## src/hw/rtl/dfp_pkg.sv

```systemverilog
// Shared constants and the result descriptor type of the field projector.
`default_nettype none

package dfp_pkg;

    // Byte codes
    localparam logic [7:0] SEP_CHAR = 8'h23;
    localparam logic [7:0] EOL_CHAR = 8'h0A;

    // Width of the field select mask
    localparam int SEL_BITS = 7;

    // Number of selectable fields is at most SEL_BITS, so at most 14 '#' per request
    localparam int SEL_CNT_W = 3;
    localparam int HASH_W    = SEL_CNT_W + 1;

    // What one request produces: a run of '#' bytes, then an optional tail byte
    typedef struct packed {
        logic [HASH_W-1:0] hash_cnt;
        logic              tail_v;
        logic [7:0]        tail_byte;
    } dfp_desc_t;

endpackage

`default_nettype wire

```

## src/hw/rtl/dfp_in_if.sv

```systemverilog
// Input byte channel: valid/ready handshake carrying one record byte.
`default_nettype none

interface dfp_in_if;
    logic       valid;
    logic       ready;
    logic [7:0] char_in;

    modport source (output valid, output char_in, input ready);
    modport sink (input valid, input char_in, output ready);
endinterface

`default_nettype wire

```

## src/hw/rtl/dfp_out_if.sv

```systemverilog
// Output byte channel: valid/ready handshake carrying a projected byte and last flag.
`default_nettype none

interface dfp_out_if;
    logic       valid;
    logic       ready;
    logic [7:0] out_byte;
    logic       last;

    modport source (output valid, output out_byte, output last, input ready);
    modport sink (input valid, input out_byte, input last, output ready);
endinterface

`default_nettype wire

```

## src/hw/rtl/delimited_field_projector.sv

```systemverilog
// Top level of the delimited field projector: field tracking, pending stage and byte emitter.
//
// Usage:
//   in_ch  carries one record byte per request ('#' separates fields, newline ends a record).
//   out_ch carries projected bytes; last marks the final byte caused by one input request.
//   cfg_we/cfg_wdata write the 7-bit field select mask (reset value selects field 0 only).
// Path: an accepted request is registered in the pending stage, then in the emitter.
// Throughput: one input request per cycle while each request yields at most one byte
//   and out_ch.ready is high. A request yielding N bytes holds the output until all N are
//   sent (2 for a selected separator, up to 15 for a newline), as the output port is single.
//   Requests that yield nothing (unselected bytes, absorbed '##') are dropped at accept.
// Stall: one extra request is taken into the pending stage while the output waits;
//   after that in_ch.ready stays low until the emitter finishes its current request.
// Reset: field index, byte count and separator flag clear, the mask returns to 1,
//   and both the pending stage and the emitter empty.
`default_nettype none

module delimited_field_projector #(
    parameter int NUM_FIELDS      = 7,
    parameter int MAX_FIELD_CHARS = 100
) (
    input  wire                          clk,
    input  wire                          rst_n,
    dfp_in_if.sink                       in_ch,
    dfp_out_if.source                    out_ch,
    input  wire                          cfg_we,
    input  wire [dfp_pkg::SEL_BITS-1:0]  cfg_wdata
);
    import dfp_pkg::*;

    localparam int FW = $clog2(NUM_FIELDS + 1);
    localparam int CW = $clog2(MAX_FIELD_CHARS + 1);

    logic [SEL_BITS-1:0] field_select_reg;
    logic [FW-1:0]       field_idx_reg, field_idx_next;
    logic [CW-1:0]       char_cnt_reg, char_cnt_next;
    logic                after_sep_reg, after_sep_next;

    dfp_desc_t pend_reg;
    logic      pend_v_reg;
    dfp_desc_t emit_reg;
    logic      emit_v_reg;

    dfp_desc_t      new_desc;
    logic           new_has_out;
    logic           cur_sel;
    logic [SEL_CNT_W-1:0] rem_cnt;
    logic           in_fire;
    logic           out_fire;
    logic           emit_last;
    logic           emit_done;
    logic           pend_move;

    // Hold the field select mask
    always_ff @(posedge clk or negedge rst_n)
    begin
        if (!rst_n)
        begin
            field_select_reg <= SEL_BITS'(1);
        end
        else if (cfg_we)
        begin
            field_select_reg <= cfg_wdata;
        end
    end

    // Look up whether the current field is selected, and count selected fields still ahead
    always_comb
    begin
        cur_sel = 1'b0;
        rem_cnt = '0;
        for (int i = 0; i < SEL_BITS; i++)
        begin
            if (i < NUM_FIELDS)
            begin
                if (field_select_reg[i] && (field_idx_reg == FW'(i)))
                begin
                    cur_sel = 1'b1;
                end
                if (field_select_reg[i] && (FW'(i) >= field_idx_reg))
                begin
                    rem_cnt = rem_cnt + SEL_CNT_W'(1);
                end
            end
        end
    end

    // Decide the output of one byte and advance the field state
    always_comb
    begin
        new_desc       = '0;
        field_idx_next = field_idx_reg;
        char_cnt_next  = char_cnt_reg;
        after_sep_next = after_sep_reg;
        if (in_ch.char_in == EOL_CHAR)
        begin
            new_desc.hash_cnt  = {rem_cnt, 1'b0};
            new_desc.tail_v    = 1'b1;
            new_desc.tail_byte = EOL_CHAR;
            field_idx_next     = '0;
            char_cnt_next      = '0;
            after_sep_next     = 1'b0;
        end
        else if (in_ch.char_in == SEP_CHAR)
        begin
            if (after_sep_reg)
            begin
                after_sep_next = 1'b0;
            end
            else
            begin
                if (cur_sel)
                begin
                    new_desc.hash_cnt = HASH_W'(2);
                end
                if (field_idx_reg < FW'(NUM_FIELDS))
                begin
                    field_idx_next = field_idx_reg + FW'(1);
                end
                char_cnt_next  = '0;
                after_sep_next = 1'b1;
            end
        end
        else
        begin
            after_sep_next = 1'b0;
            if (cur_sel && (char_cnt_reg < CW'(MAX_FIELD_CHARS)))
            begin
                new_desc.tail_v    = 1'b1;
                new_desc.tail_byte = in_ch.char_in;
                char_cnt_next      = char_cnt_reg + CW'(1);
            end
        end
    end

    assign new_has_out = (new_desc.hash_cnt != '0) || new_desc.tail_v;

    // Handshake control
    assign emit_last  = (emit_reg.hash_cnt == '0) ||
                        ((emit_reg.hash_cnt == HASH_W'(1)) && !emit_reg.tail_v);
    assign out_fire   = emit_v_reg && out_ch.ready;
    assign emit_done  = out_fire && emit_last;
    assign pend_move  = pend_v_reg && (!emit_v_reg || emit_done);
    assign in_ch.ready = !pend_v_reg || pend_move;
    assign in_fire    = in_ch.valid && in_ch.ready;

    // Advance field state on each accepted byte
    always_ff @(posedge clk or negedge rst_n)
    begin
        if (!rst_n)
        begin
            field_idx_reg <= '0;
            char_cnt_reg  <= '0;
            after_sep_reg <= 1'b0;
        end
        else if (in_fire)
        begin
            field_idx_reg <= field_idx_next;
            char_cnt_reg  <= char_cnt_next;
            after_sep_reg <= after_sep_next;
        end
    end

    // Hold one pending request; drop requests that produce nothing
    always_ff @(posedge clk or negedge rst_n)
    begin
        if (!rst_n)
        begin
            pend_v_reg <= 1'b0;
        end
        else if (in_fire)
        begin
            pend_v_reg <= new_has_out;
        end
        else if (pend_move)
        begin
            pend_v_reg <= 1'b0;
        end
    end

    always_ff @(posedge clk)
    begin
        if (in_fire)
        begin
            pend_reg <= new_desc;
        end
    end

    // Emit bytes: the '#' run first, then the tail byte
    always_ff @(posedge clk or negedge rst_n)
    begin
        if (!rst_n)
        begin
            emit_v_reg <= 1'b0;
        end
        else if (pend_move)
        begin
            emit_v_reg <= 1'b1;
        end
        else if (emit_done)
        begin
            emit_v_reg <= 1'b0;
        end
    end

    always_ff @(posedge clk)
    begin
        if (pend_move)
        begin
            emit_reg <= pend_reg;
        end
        else if (out_fire && !emit_last)
        begin
            emit_reg.hash_cnt <= emit_reg.hash_cnt - HASH_W'(1);
        end
    end

    assign out_ch.valid    = emit_v_reg;
    assign out_ch.out_byte = (emit_reg.hash_cnt != '0) ? SEP_CHAR : emit_reg.tail_byte;
    assign out_ch.last     = emit_last;

`ifndef SYNTHESIS
    // An emitting request always has at least one byte to give
    assert property (@(posedge clk) disable iff (!rst_n)
        emit_v_reg |-> ((emit_reg.hash_cnt != '0) || emit_reg.tail_v))
        else $error("emitter holds an empty request");

    // Field index saturates at the field count
    assert property (@(posedge clk) disable iff (!rst_n)
        field_idx_reg <= FW'(NUM_FIELDS))
        else $error("field index past field count");

    // Copied byte count never passes the truncation limit
    assert property (@(posedge clk) disable iff (!rst_n)
        char_cnt_reg <= CW'(MAX_FIELD_CHARS))
        else $error("field byte count past limit");

    // A pending request reaches an idle emitter in the next cycle
    assert property (@(posedge clk) disable iff (!rst_n)
        (pend_v_reg && !emit_v_reg) |=> emit_v_reg)
        else $error("pending request not moved to idle emitter");
`endif

endmodule

`default_nettype wire

```

## src/flat_wrapper.sv

```systemverilog
// flat-port wrapper written by rule: the top's interface ports become plain ports
module delimited_field_projector_flat import dfp_pkg::*;
#(
    parameter int NUM_FIELDS      = 7,
    parameter int MAX_FIELD_CHARS = 100
)
  (clk, rst_n, cfg_we, cfg_wdata, in_ch_valid, in_ch_char_in, in_ch_ready, out_ch_valid, out_ch_out_byte, out_ch_last, out_ch_ready);
  dfp_in_if in_ch_i ();
  dfp_out_if out_ch_i ();
  input  wire clk;
  input  wire rst_n;
  input  wire cfg_we;
  input  wire [dfp_pkg::SEL_BITS-1:0] cfg_wdata;
  input wire logic [$bits(in_ch_i.valid)-1:0] in_ch_valid;
  input wire logic [$bits(in_ch_i.char_in)-1:0] in_ch_char_in;
  output wire logic [$bits(in_ch_i.ready)-1:0] in_ch_ready;
  output wire logic [$bits(out_ch_i.valid)-1:0] out_ch_valid;
  output wire logic [$bits(out_ch_i.out_byte)-1:0] out_ch_out_byte;
  output wire logic [$bits(out_ch_i.last)-1:0] out_ch_last;
  input wire logic [$bits(out_ch_i.ready)-1:0] out_ch_ready;
  assign in_ch_i.valid = in_ch_valid;
  assign in_ch_i.char_in = in_ch_char_in;
  assign in_ch_ready = in_ch_i.ready;
  assign out_ch_valid = out_ch_i.valid;
  assign out_ch_out_byte = out_ch_i.out_byte;
  assign out_ch_last = out_ch_i.last;
  assign out_ch_i.ready = out_ch_ready;
  delimited_field_projector #(.NUM_FIELDS(NUM_FIELDS), .MAX_FIELD_CHARS(MAX_FIELD_CHARS)) u_core (.clk(clk), .rst_n(rst_n), .in_ch(in_ch_i), .out_ch(out_ch_i), .cfg_we(cfg_we), .cfg_wdata(cfg_wdata));
endmodule
```

## config.mk

```make
export PLATFORM = sky130hd
export DESIGN_NAME = delimited_field_projector_flat
export DESIGN_NICKNAME = d
export VERILOG_FILES = /design/src/hw/rtl/dfp_pkg.sv /design/src/hw/rtl/dfp_in_if.sv /design/src/hw/rtl/dfp_out_if.sv /design/src/hw/rtl/delimited_field_projector.sv /design/src/flat_wrapper.sv
export SDC_FILE = /design/constraint.sdc
export NUM_CORES = 1
export LEC_CHECK = 0
export ABC_CLOCK_PERIOD_IN_PS = 6300
export BUFFER_PORTS_ARGS = -buffer_cell sky130_fd_sc_hd__clkbuf_2
export CAP_MARGIN = 20
export CORE_ASPECT_RATIO = 1.75
export CORE_UTILIZATION = 35
export CTS_CLUSTER_DIAMETER = 200
export DETAILED_ROUTE_END_ITERATION = 10
export MAX_ROUTING_LAYER = met4
export PLACE_DENSITY = 0.59
export REMOVE_ABC_BUFFERS = 1
export SYNTH_ARGS = -nofsm -noshare
export SYNTH_HDL_FRONTEND = slang
export SYNTH_SLANG_ARGS = --single-unit
```

## constraint.sdc

```tcl
create_clock -name clk -period 6.3 [get_ports clk]
set_input_delay 0.63 -clock clk [delete_from_list [all_inputs] [get_ports clk]]
set_output_delay 0.63 -clock clk [all_outputs]
set_load 0.05 [all_outputs]
```

* After elaboration in Yosys (flattened, before gate mapping)
Index checks and enable logic that the tools add are counted.
** Operators by class
- Bitwise operators :: 1
- Multiplexer cells :: 38
- Reductions and logical operators :: 42
- $lt $le $gt $ge :: 9
- Add/subtract/negate cells :: 9
- Equality and inequality tests :: 11
** Operator list (number)
- $mux 3 :: 10
- $mux 7 :: 4
- $logic_and 1x1->1 :: 21
- $add 3x1->3 const B :: 6
- $mux 9 :: 2
- $mux 4 :: 4
- $mux 1 :: 15
- $mux 13 :: 1
- $reduce_bool 2->1 :: 5
- $eq 3x3->1 const B :: 3
- $ge 3x3->1 const A :: 3
- $eq 8x4->1 const B :: 1
- $eq 8x6->1 const B :: 1
- $mux 8 :: 1
- $reduce_bool 4->1 :: 2
- $add 7x1->7 const B :: 1
- $lt 7x7->1 const B :: 1
- $eq 3x2->1 const B :: 2
- $ge 1x3->1 const A :: 2
- $ge 2x3->1 const A :: 2
- $eq 4x1->1 const B :: 1
- $logic_not 1->1 :: 4
- $logic_not 4->1 :: 1
- $logic_or 1x1->1 :: 4
- 13 further kinds :: 13
** Storage, ports and cells
- Output and inout bits :: 11
- Word-level logic and storage cells :: 123
- Bits in registers :: 46

* Logic depth before layout (Yosys ltp)
Gate-level depths: netlist of run 1.
- Word-level depth :: 19
- Depth in mapped cells :: 19
- Depth with buffers taken out :: 18

* Worst setup path after synthesis of run 1
No wires, ideal clock.
- Path kind :: register to register
- Start :: register u_core.field_idx_reg[1]
- End :: register u_core.pend_reg[12] (netlist bit), data pin
- Arrival time :: 3.730 ns
- Setup slack :: 2.310 ns
- Cell stages (with the launch flop) :: 19
- Setup time :: 0.260 ns
- Cells stage by stage :: dfrtp_1 -> buf_6 -> inv_1 -> ha_1 -> o21ba_2 -> nor3b_1 -> ha_1 -> xnor2_1 -> ha_1 -> mux2_2 -> ha_1 -> mux2_2 -> ha_1 -> mux2_2 -> ha_1 -> nand2_1 -> xnor2_1 -> xnor2_1 -> nor2_1
** RTL lines
- start, declared :: RTL line delimited_field_projector.sv:35 : logic [FW-1:0] field_idx_reg, field_idx_next;
- start signal, assigned :: RTL line delimited_field_projector.sv:158 : field_idx_reg <= field_idx_next;
- end signal, assigned :: RTL line delimited_field_projector.sv:185 : pend_reg <= new_desc;
- end, declared :: RTL line delimited_field_projector.sv:39 : dfp_desc_t pend_reg;

==> results.json, run 1 <==
{
  "status": "finished, final reports clean",
  "r2r-end": "u_core.pend_reg[12]",
  "cts_made_buffers": 5,
  "cp-start-kind": "register",
  "hpwl_um": 3638,
  "rows": 40,
  "portBuffers": 30,
  "arrival_ns": 4.25,
  "ys_ff_latch": 45,
  "async_flop_share": 0.4444,
  "htreeDepth": 2,
  "skew_ns": 0.006604,
  "die_x_um": 66.16,
  "largest_register_ffs": 13,
  "post_cts_buffers": 0,
  "synth-seq-area-share": 0.4968,
  "nets": 294,
  "gp_congestion": 0.8407,
  "syn_avg_cell_area_um2": 11.01,
  "rrSetupSlack_ns": 2.10,
  "hold_path.class": "in2async",
  "final_cell_mix": "30 x clkbuf_2, 25 x edfxtp_1, 22 x nand2_1",
  "netlist_area_um2": 2521,
  "endpoint_kind": "register",
  "setup_viol": 0,
  "synthToLayoutAreaGrowth_pct": 15.04,
  "synth.yosys.warnings": 0,
  "drtAntennaViolNets": 0,
  "routedWlPerCell_um": 13.40,
  "maxCapViolCount": 0,
  "clock_latency_ns": 0.29,
  "synth-main-ff-cell": "edfxtp_1",
  "tns_ns": 0,
  "clkSinkCount": 45,
  "final_common_cell": "clkbuf_2",
  "clock.fmax_mhz": 237.9,
  "tightest_slew_ns": 0.6562,
  "fin_crit_ns": 4.203,
  "rsz0062_at_grt": "false",
  "ctsHoldBuffers": 0,
  "pin_count": 31,
  "track_usage": 0.1455,
  "drv_slew": 0,
  "synth.distinct_cells": 49,
  "path_class": "reg2reg",
  "vias": 1751,
  "clk_path_buf_depth": 2,
  "vias_per_cell": 5.061,
  "cts_root_buf": "clkbuf_16",
  "grt_pass1_wl_um": 7852,
  "clk_transition_reported_paths_ns": 0.07,
  "grt_overflow": 0,
  "grt_pass1_vias": 1698,
  "irDropWorstVdd_uv": 160.7,
  "fin_crit_sh": 0.6671,
  "post-route-drc-count": 0,
  "cts_tree": "built",
  "final_layout_size_suffix_gt1_frac": 0.2328,
  "rr_startpoint": "u_core.field_idx_reg[1]",
  "core_area_um2": 6907,
  "dr.pass1.iters": 4,
  "routed_wl_um": 4635,
  "p_leak_nw": 1.208,
  "cts_resized": 0,
  "start_util": 0.3650,
  "hold_violations": 0,
  "cp.required_ns": 6.34,
  "antenna_found_initial": 0,
  "synth_cells": 229,
  "dp_cells": 338,
  "dieArea_um2": 7560,
  "slew-limit-headroom": 0.5592,
  "power_density_nw_per_um2": 349.5,
  "antenna_cells": 0,
  "synth_edf_count": 25,
  "die_height_um": 114.3,
  "instances_no_fill": 346,
  "dr.first_iter.drc_count": 48,
  "crit_fanout": 10,
  "reg2regPathDepth": 17,
  "n_fill_cell": 682,
  "grt_max_degree": 21
}
==> metal layers <==
| layer | vias to the layer above | wire (µm) | track usage |
|---|---|---|---|
| met5 | - | 0 | - |
| met4 | 0 | 75 | 0.07234 |
| met3 | 4 | 117 | 0.03287 |
| met2 | 23 | 2720 | 0.2639 |
| met1 | 831 | 1722 | 0.1396 |
| li1 | 893 | - | - |
==> cell type report <==
type	instances	area (µm²)	area share
Tap cell	84	105.1	0.03624
Inverter	14	52.55	0.01812
Sequential cell	45	1252	0.4318
Clock inverter	3	25.02	0.008628
Clock buffer	5	125.1	0.04314
Multi-Input combinational cell	165	1190	0.4103
Timing Repair Buffer	30	150.1	0.05177
==> through the flow <==
step                power, mW  utilization  hold slack, ns  setup slack, ns  instance area [µm²]
finish                  1.014       0.4199          0.2963            2.097                 2900
global route            1.091       0.4199          0.3399            1.854                 2900
CTS                     1.031       0.4199          0.3095            2.098                 2900
detailed placement     0.7606       0.3982          0.4045            2.129                 2750
global placement       0.7531       0.3982          0.4006            2.212                 2750
floorplan              0.6807            -          0.3344            2.347                 2495
==> power breakdown <==
group	switching, mW	internal [mW]	total [mW]	leakage [nW]
combinational	0.200	0.134	0.334	0.677
sequential	0.0315	0.384	0.416	0.461
clock	0.115	0.149	0.263	0.0704
total	0.347	0.667	1.01	1.21
==> cells in the mapped netlist (2+ instances only) <==
| master | instances | share of area |
|---|---|---|
| nor2b_1 | 2 | 0.0050 |
| xnor2_1 | 7 | 0.024 |
| mux2_2 | 14 | 0.063 |
| or4_1 | 3 | 0.0089 |
| ha_1 | 13 | 0.065 |
| nand3_1 | 10 | 0.020 |
| and3_1 | 12 | 0.030 |
| xor2_1 | 3 | 0.010 |
| inv_1 | 14 | 0.021 |
| o21ai_0 | 11 | 0.022 |
| dfrtp_1 | 19 | 0.19 |
| a21oi_1 | 7 | 0.014 |
| nor3_1 | 4 | 0.0079 |
| or3_1 | 2 | 0.0050 |
| nand2_1 | 22 | 0.033 |
| nand3b_1 | 3 | 0.0089 |
| nor2_1 | 9 | 0.013 |
| mux2i_1 | 2 | 0.0079 |
| edfxtp_1 | 25 | 0.30 |
| clkbuf_1 | 4 | 0.0060 |
| o21a_1 | 3 | 0.0089 |
| nor4b_1 | 2 | 0.0069 |
| o211ai_1 | 4 | 0.012 |
| and2_1 | 5 | 0.012 |
| nand2b_1 | 5 | 0.012 |
==> cells by family after synthesis <==
logic type | count (synthesis) | share of synthesized area
xor+xnor | 12 | 0.05013
flops | 45 | 0.4968
buf+inv | 19 | 0.03126
compound gates | 39 | 0.1037
mux | 16 | 0.07047
simple gates | 85 | 0.1831
fa+ha+maj | 13 | 0.06452
==> worst max-delay path by stage <==
stage | depth (start not counted) | start | to | slack (ns)
finish | 17 | u_core.field_idx_reg[1] | u_core.pend_reg[12] | 2.10
global route | 17 | u_core.field_idx_reg[1] | u_core.pend_reg[12] | 1.85
CTS | 17 | u_core.field_idx_reg[1] | u_core.pend_reg[12] | 2.10
detailed placement | 17 | u_core.field_idx_reg[1] | u_core.pend_reg[12] | 2.13
global placement | 17 | u_core.field_idx_reg[1] | u_core.pend_reg[12] | 2.21
floorplan | 17 | u_core.field_idx_reg[1] | u_core.pend_reg[12] | 2.35
==> worst max-delay path, stage by stage (launching register included) <==
cell and delay, ns:
dfrtp_1 0.49, inv_1 0.15, ha_1 0.17, o21ba_2 0.17, nor3b_1 0.26, ha_1 0.34, xnor2_1 0.16, ha_1 0.29
mux2_2 0.27, ha_1 0.26, mux2_2 0.29, ha_1 0.29, mux2_2 0.27, ha_1 0.18, nand2_1 0.07, xnor2_1 0.13
xnor2_1 0.13, nor2_1 0.05
Power figures use the tool's default switching activity.
==> inputs of run 2 (changes only) <==
Settings changed: ABC_CLOCK_PERIOD_IN_PS 6300 to 3700, PLACE_DENSITY 0.59 to 0.61.
Clock period 6.3 ns to 3.7 ns, I/O delays scaled along.
==> results.json, run 2 (synthesis gave the netlist of run 1 again) <==
{
  "maxCapViolCount": 0,
  "setup_ws_ns": -0.09559,
  "clk_transition_reported_paths_ns": 0.07,
  "fin_total_pwr_mw": 1.848,
  "cts_root_buf": "clkbuf_16",
  "n_fill_cell": 655,
  "grt_overflow": 0,
  "irDropWorstVdd_uv": 221.5,
  "clkSinkCount": 45,
  "cp.required_ns": 3.74,
  "power_density_nw_per_um2": 582.4,
  "fin_area_um2": 3173,
  "tightest_slew_ns": 0.6034,
  "fin_crit_sh": 1.026,
  "portBuffers": 30,
  "die_height_um": 114.3,
  "dieArea_um2": 7560,
  "hold_path.class": "in2async",
  "rows": 40,
  "vias_per_cell": 5.058,
  "status": "finished with violations",
  "grt_max_degree": 21,
  "routed_wl_um": 5000,
  "p_clk_frac": 0.245,
  "rsz0062_at_grt": "true",
  "comb_power_share": 0.371,
  "r2r-end": "u_core.pend_reg[12]",
  "drtAntennaViolNets": 0,
  "antenna_cells": 0,
  "clk_path_buf_depth": 2,
  "drv_slew": 0,
  "routedWlPerCell_um": 13.74,
  "arrival_ns": 3.84,
  "ctsHoldBuffers": 0,
  "hold_violations": 0,
  "cts_made_buffers": 5,
  "skew_ns": 0.008138,
  "cp-start-kind": "register",
  "die_x_um": 66.16,
  "dr.first_iter.drc_count": 77,
  "instances_no_fill": 364,
  "hpwl_um": 3767,
  "clock_latency_ns": 0.29,
  "dp_cells": 352,
  "grt_pass1_vias": 1936,
  "path_class": "reg2reg",
  "final_layout_size_suffix_gt1_frac": 0.3321,
  "endpoint_kind": "register",
  "dr.pass1.iters": 4,
  "reg2regPathDepth": 18,
  "final_cell_mix": "30 x clkbuf_2, 25 x edfxtp_1, 21 x nand2_1",
  "crit_fanout": 4,
  "post-route-drc-count": 0,
  "p_leak_nw": 1.337,
  "violations": "negative setup slack",
  "core_area_um2": 6907,
  "slew-limit-headroom": 0.5973,
  "htreeDepth": 2,
  "rrSetupSlack_ns": -0.1,
  "cts_tree": "built",
  "largest_register_ffs": 13,
  "seqPwrFrac": 0.384,
  "fin_crit_ns": 3.796,
  "gp_congestion": 0.8574,
  "vias": 1841,
  "track_usage": 0.1510,
  "final_common_cell": "clkbuf_2",
  "nets": 312,
  "tns_ns": -0.09559,
  "rr_startpoint": "u_core.field_idx_reg[0]",
  "p_sw_frac": 0.3456,
  "start_util": 0.3650,
  "pin_count": 31,
  "p_sw_mw": 0.6386,
  "synthToLayoutAreaGrowth_pct": 25.86,
  "clock.fmax_mhz": 263.5,
  "antenna_found_initial": 0,
  "grt_pass1_wl_um": 8438,
  "setup_viol": 1,
  "dpl_cell_area_um2": 2855,
  "internal_power_mw": 1.209,
  "place_ws_ns": -0.3267
}
-- run 2: cell count changes in the layout (fill, tap and decap cells not counted), moves of 2 or more --
| cell | delta |
|---|---|
| xnor2_2 | +2 |
| ha_1 | -7 |
| mux2_4 | +3 |
| buf_4 | +18 |
| xnor2_1 | -2 |
| mux2_2 | -3 |
| ha_4 | +6 |
-- run 2: area by class of cell --
cell class / count / area [µm²] / area share
clock inverter: 3 / 25.02 / 0.007886
multi-input combinational: 165 / 1328 / 0.4184
tap: 84 / 105.1 / 0.03312
timing repair buffer: 48 / 285.3 / 0.08991
sequential: 45 / 1252 / 0.3947
clock buffer: 5 / 125.1 / 0.03943
inverter: 14 / 52.55 / 0.01656
-- run 2: power groups by stage --
stage,clock [mW],combinational (mW),sequential (mW)
6_report,0.452,0.686,0.710
5_1_grt,0.476,0.770,0.725
4_1_cts,0.467,0.639,0.711
3_5_place_dp,0,0.592,0.721
3_3_place_gp,0,0.583,0.715
2_1_floorplan,0,0.454,0.705
-- run 2: routing by layer --
metal  part of all wire  track usage
met3              0.014      0.01992
met5                  0            -
met2               0.59       0.2803
met1               0.38       0.1460
met4              0.022      0.07943
-- run 2: worst max path at each step --
stage | startpoint | to | slack, ns | depth (start not counted)
finish | u_core.field_idx_reg[0] | u_core.pend_reg[12] | -0.1 | 18
detailed placement | u_core.field_idx_reg[0] | u_core.pend_reg[12] | -0.33 | 17
global route | u_core.field_idx_reg[0] | u_core.pend_reg[12] | -0.27 | 18
floorplan | u_core.field_idx_reg[1] | u_core.pend_reg[12] | -0.25 | 17
CTS | u_core.field_idx_reg[0] | u_core.pend_reg[12] | -0.06 | 17
global placement | u_core.field_idx_reg[0] | u_core.pend_reg[12] | -0.21 | 17
-- run 2: through the flow --
| stage | hold WS [ns] | utilization |
|---|---|---|
| after floorplan | 0.07441 | - |
| after global placement | 0.3739 | 0.4134 |
| after detailed placement | 0.3765 | 0.4134 |
| after CTS | 0.06380 | 0.4498 |
| after global routing | 0.09183 | 0.4594 |
| final | 0.05125 | 0.4594 |
-- run 2: worst max-delay path: stages (launching register included) --
cell,delay [ns]
dfrtp_1,0.39
inv_2,0.12
ha_4,0.15
o21ba_4,0.16
nor3b_4,0.22
inv_1,0.07
ha_2,0.19
mux2i_2,0.17
ha_1,0.27
mux2_4,0.29
ha_4,0.21
mux2_4,0.28
ha_4,0.22
mux2_4,0.27
ha_4,0.16
nand2_4,0.05
xnor2_2,0.11
xnor2_1,0.14
nor2_1,0.06
-- run 2: timing repair --
action | in CTS | in global routing
buffers inserted | 2 | 2
setup endpoints to repair | 2 | 2
hold endpoints to repair | 0 | 0
pin swaps | 8 | 5
gates resized for setup | 16 | 8
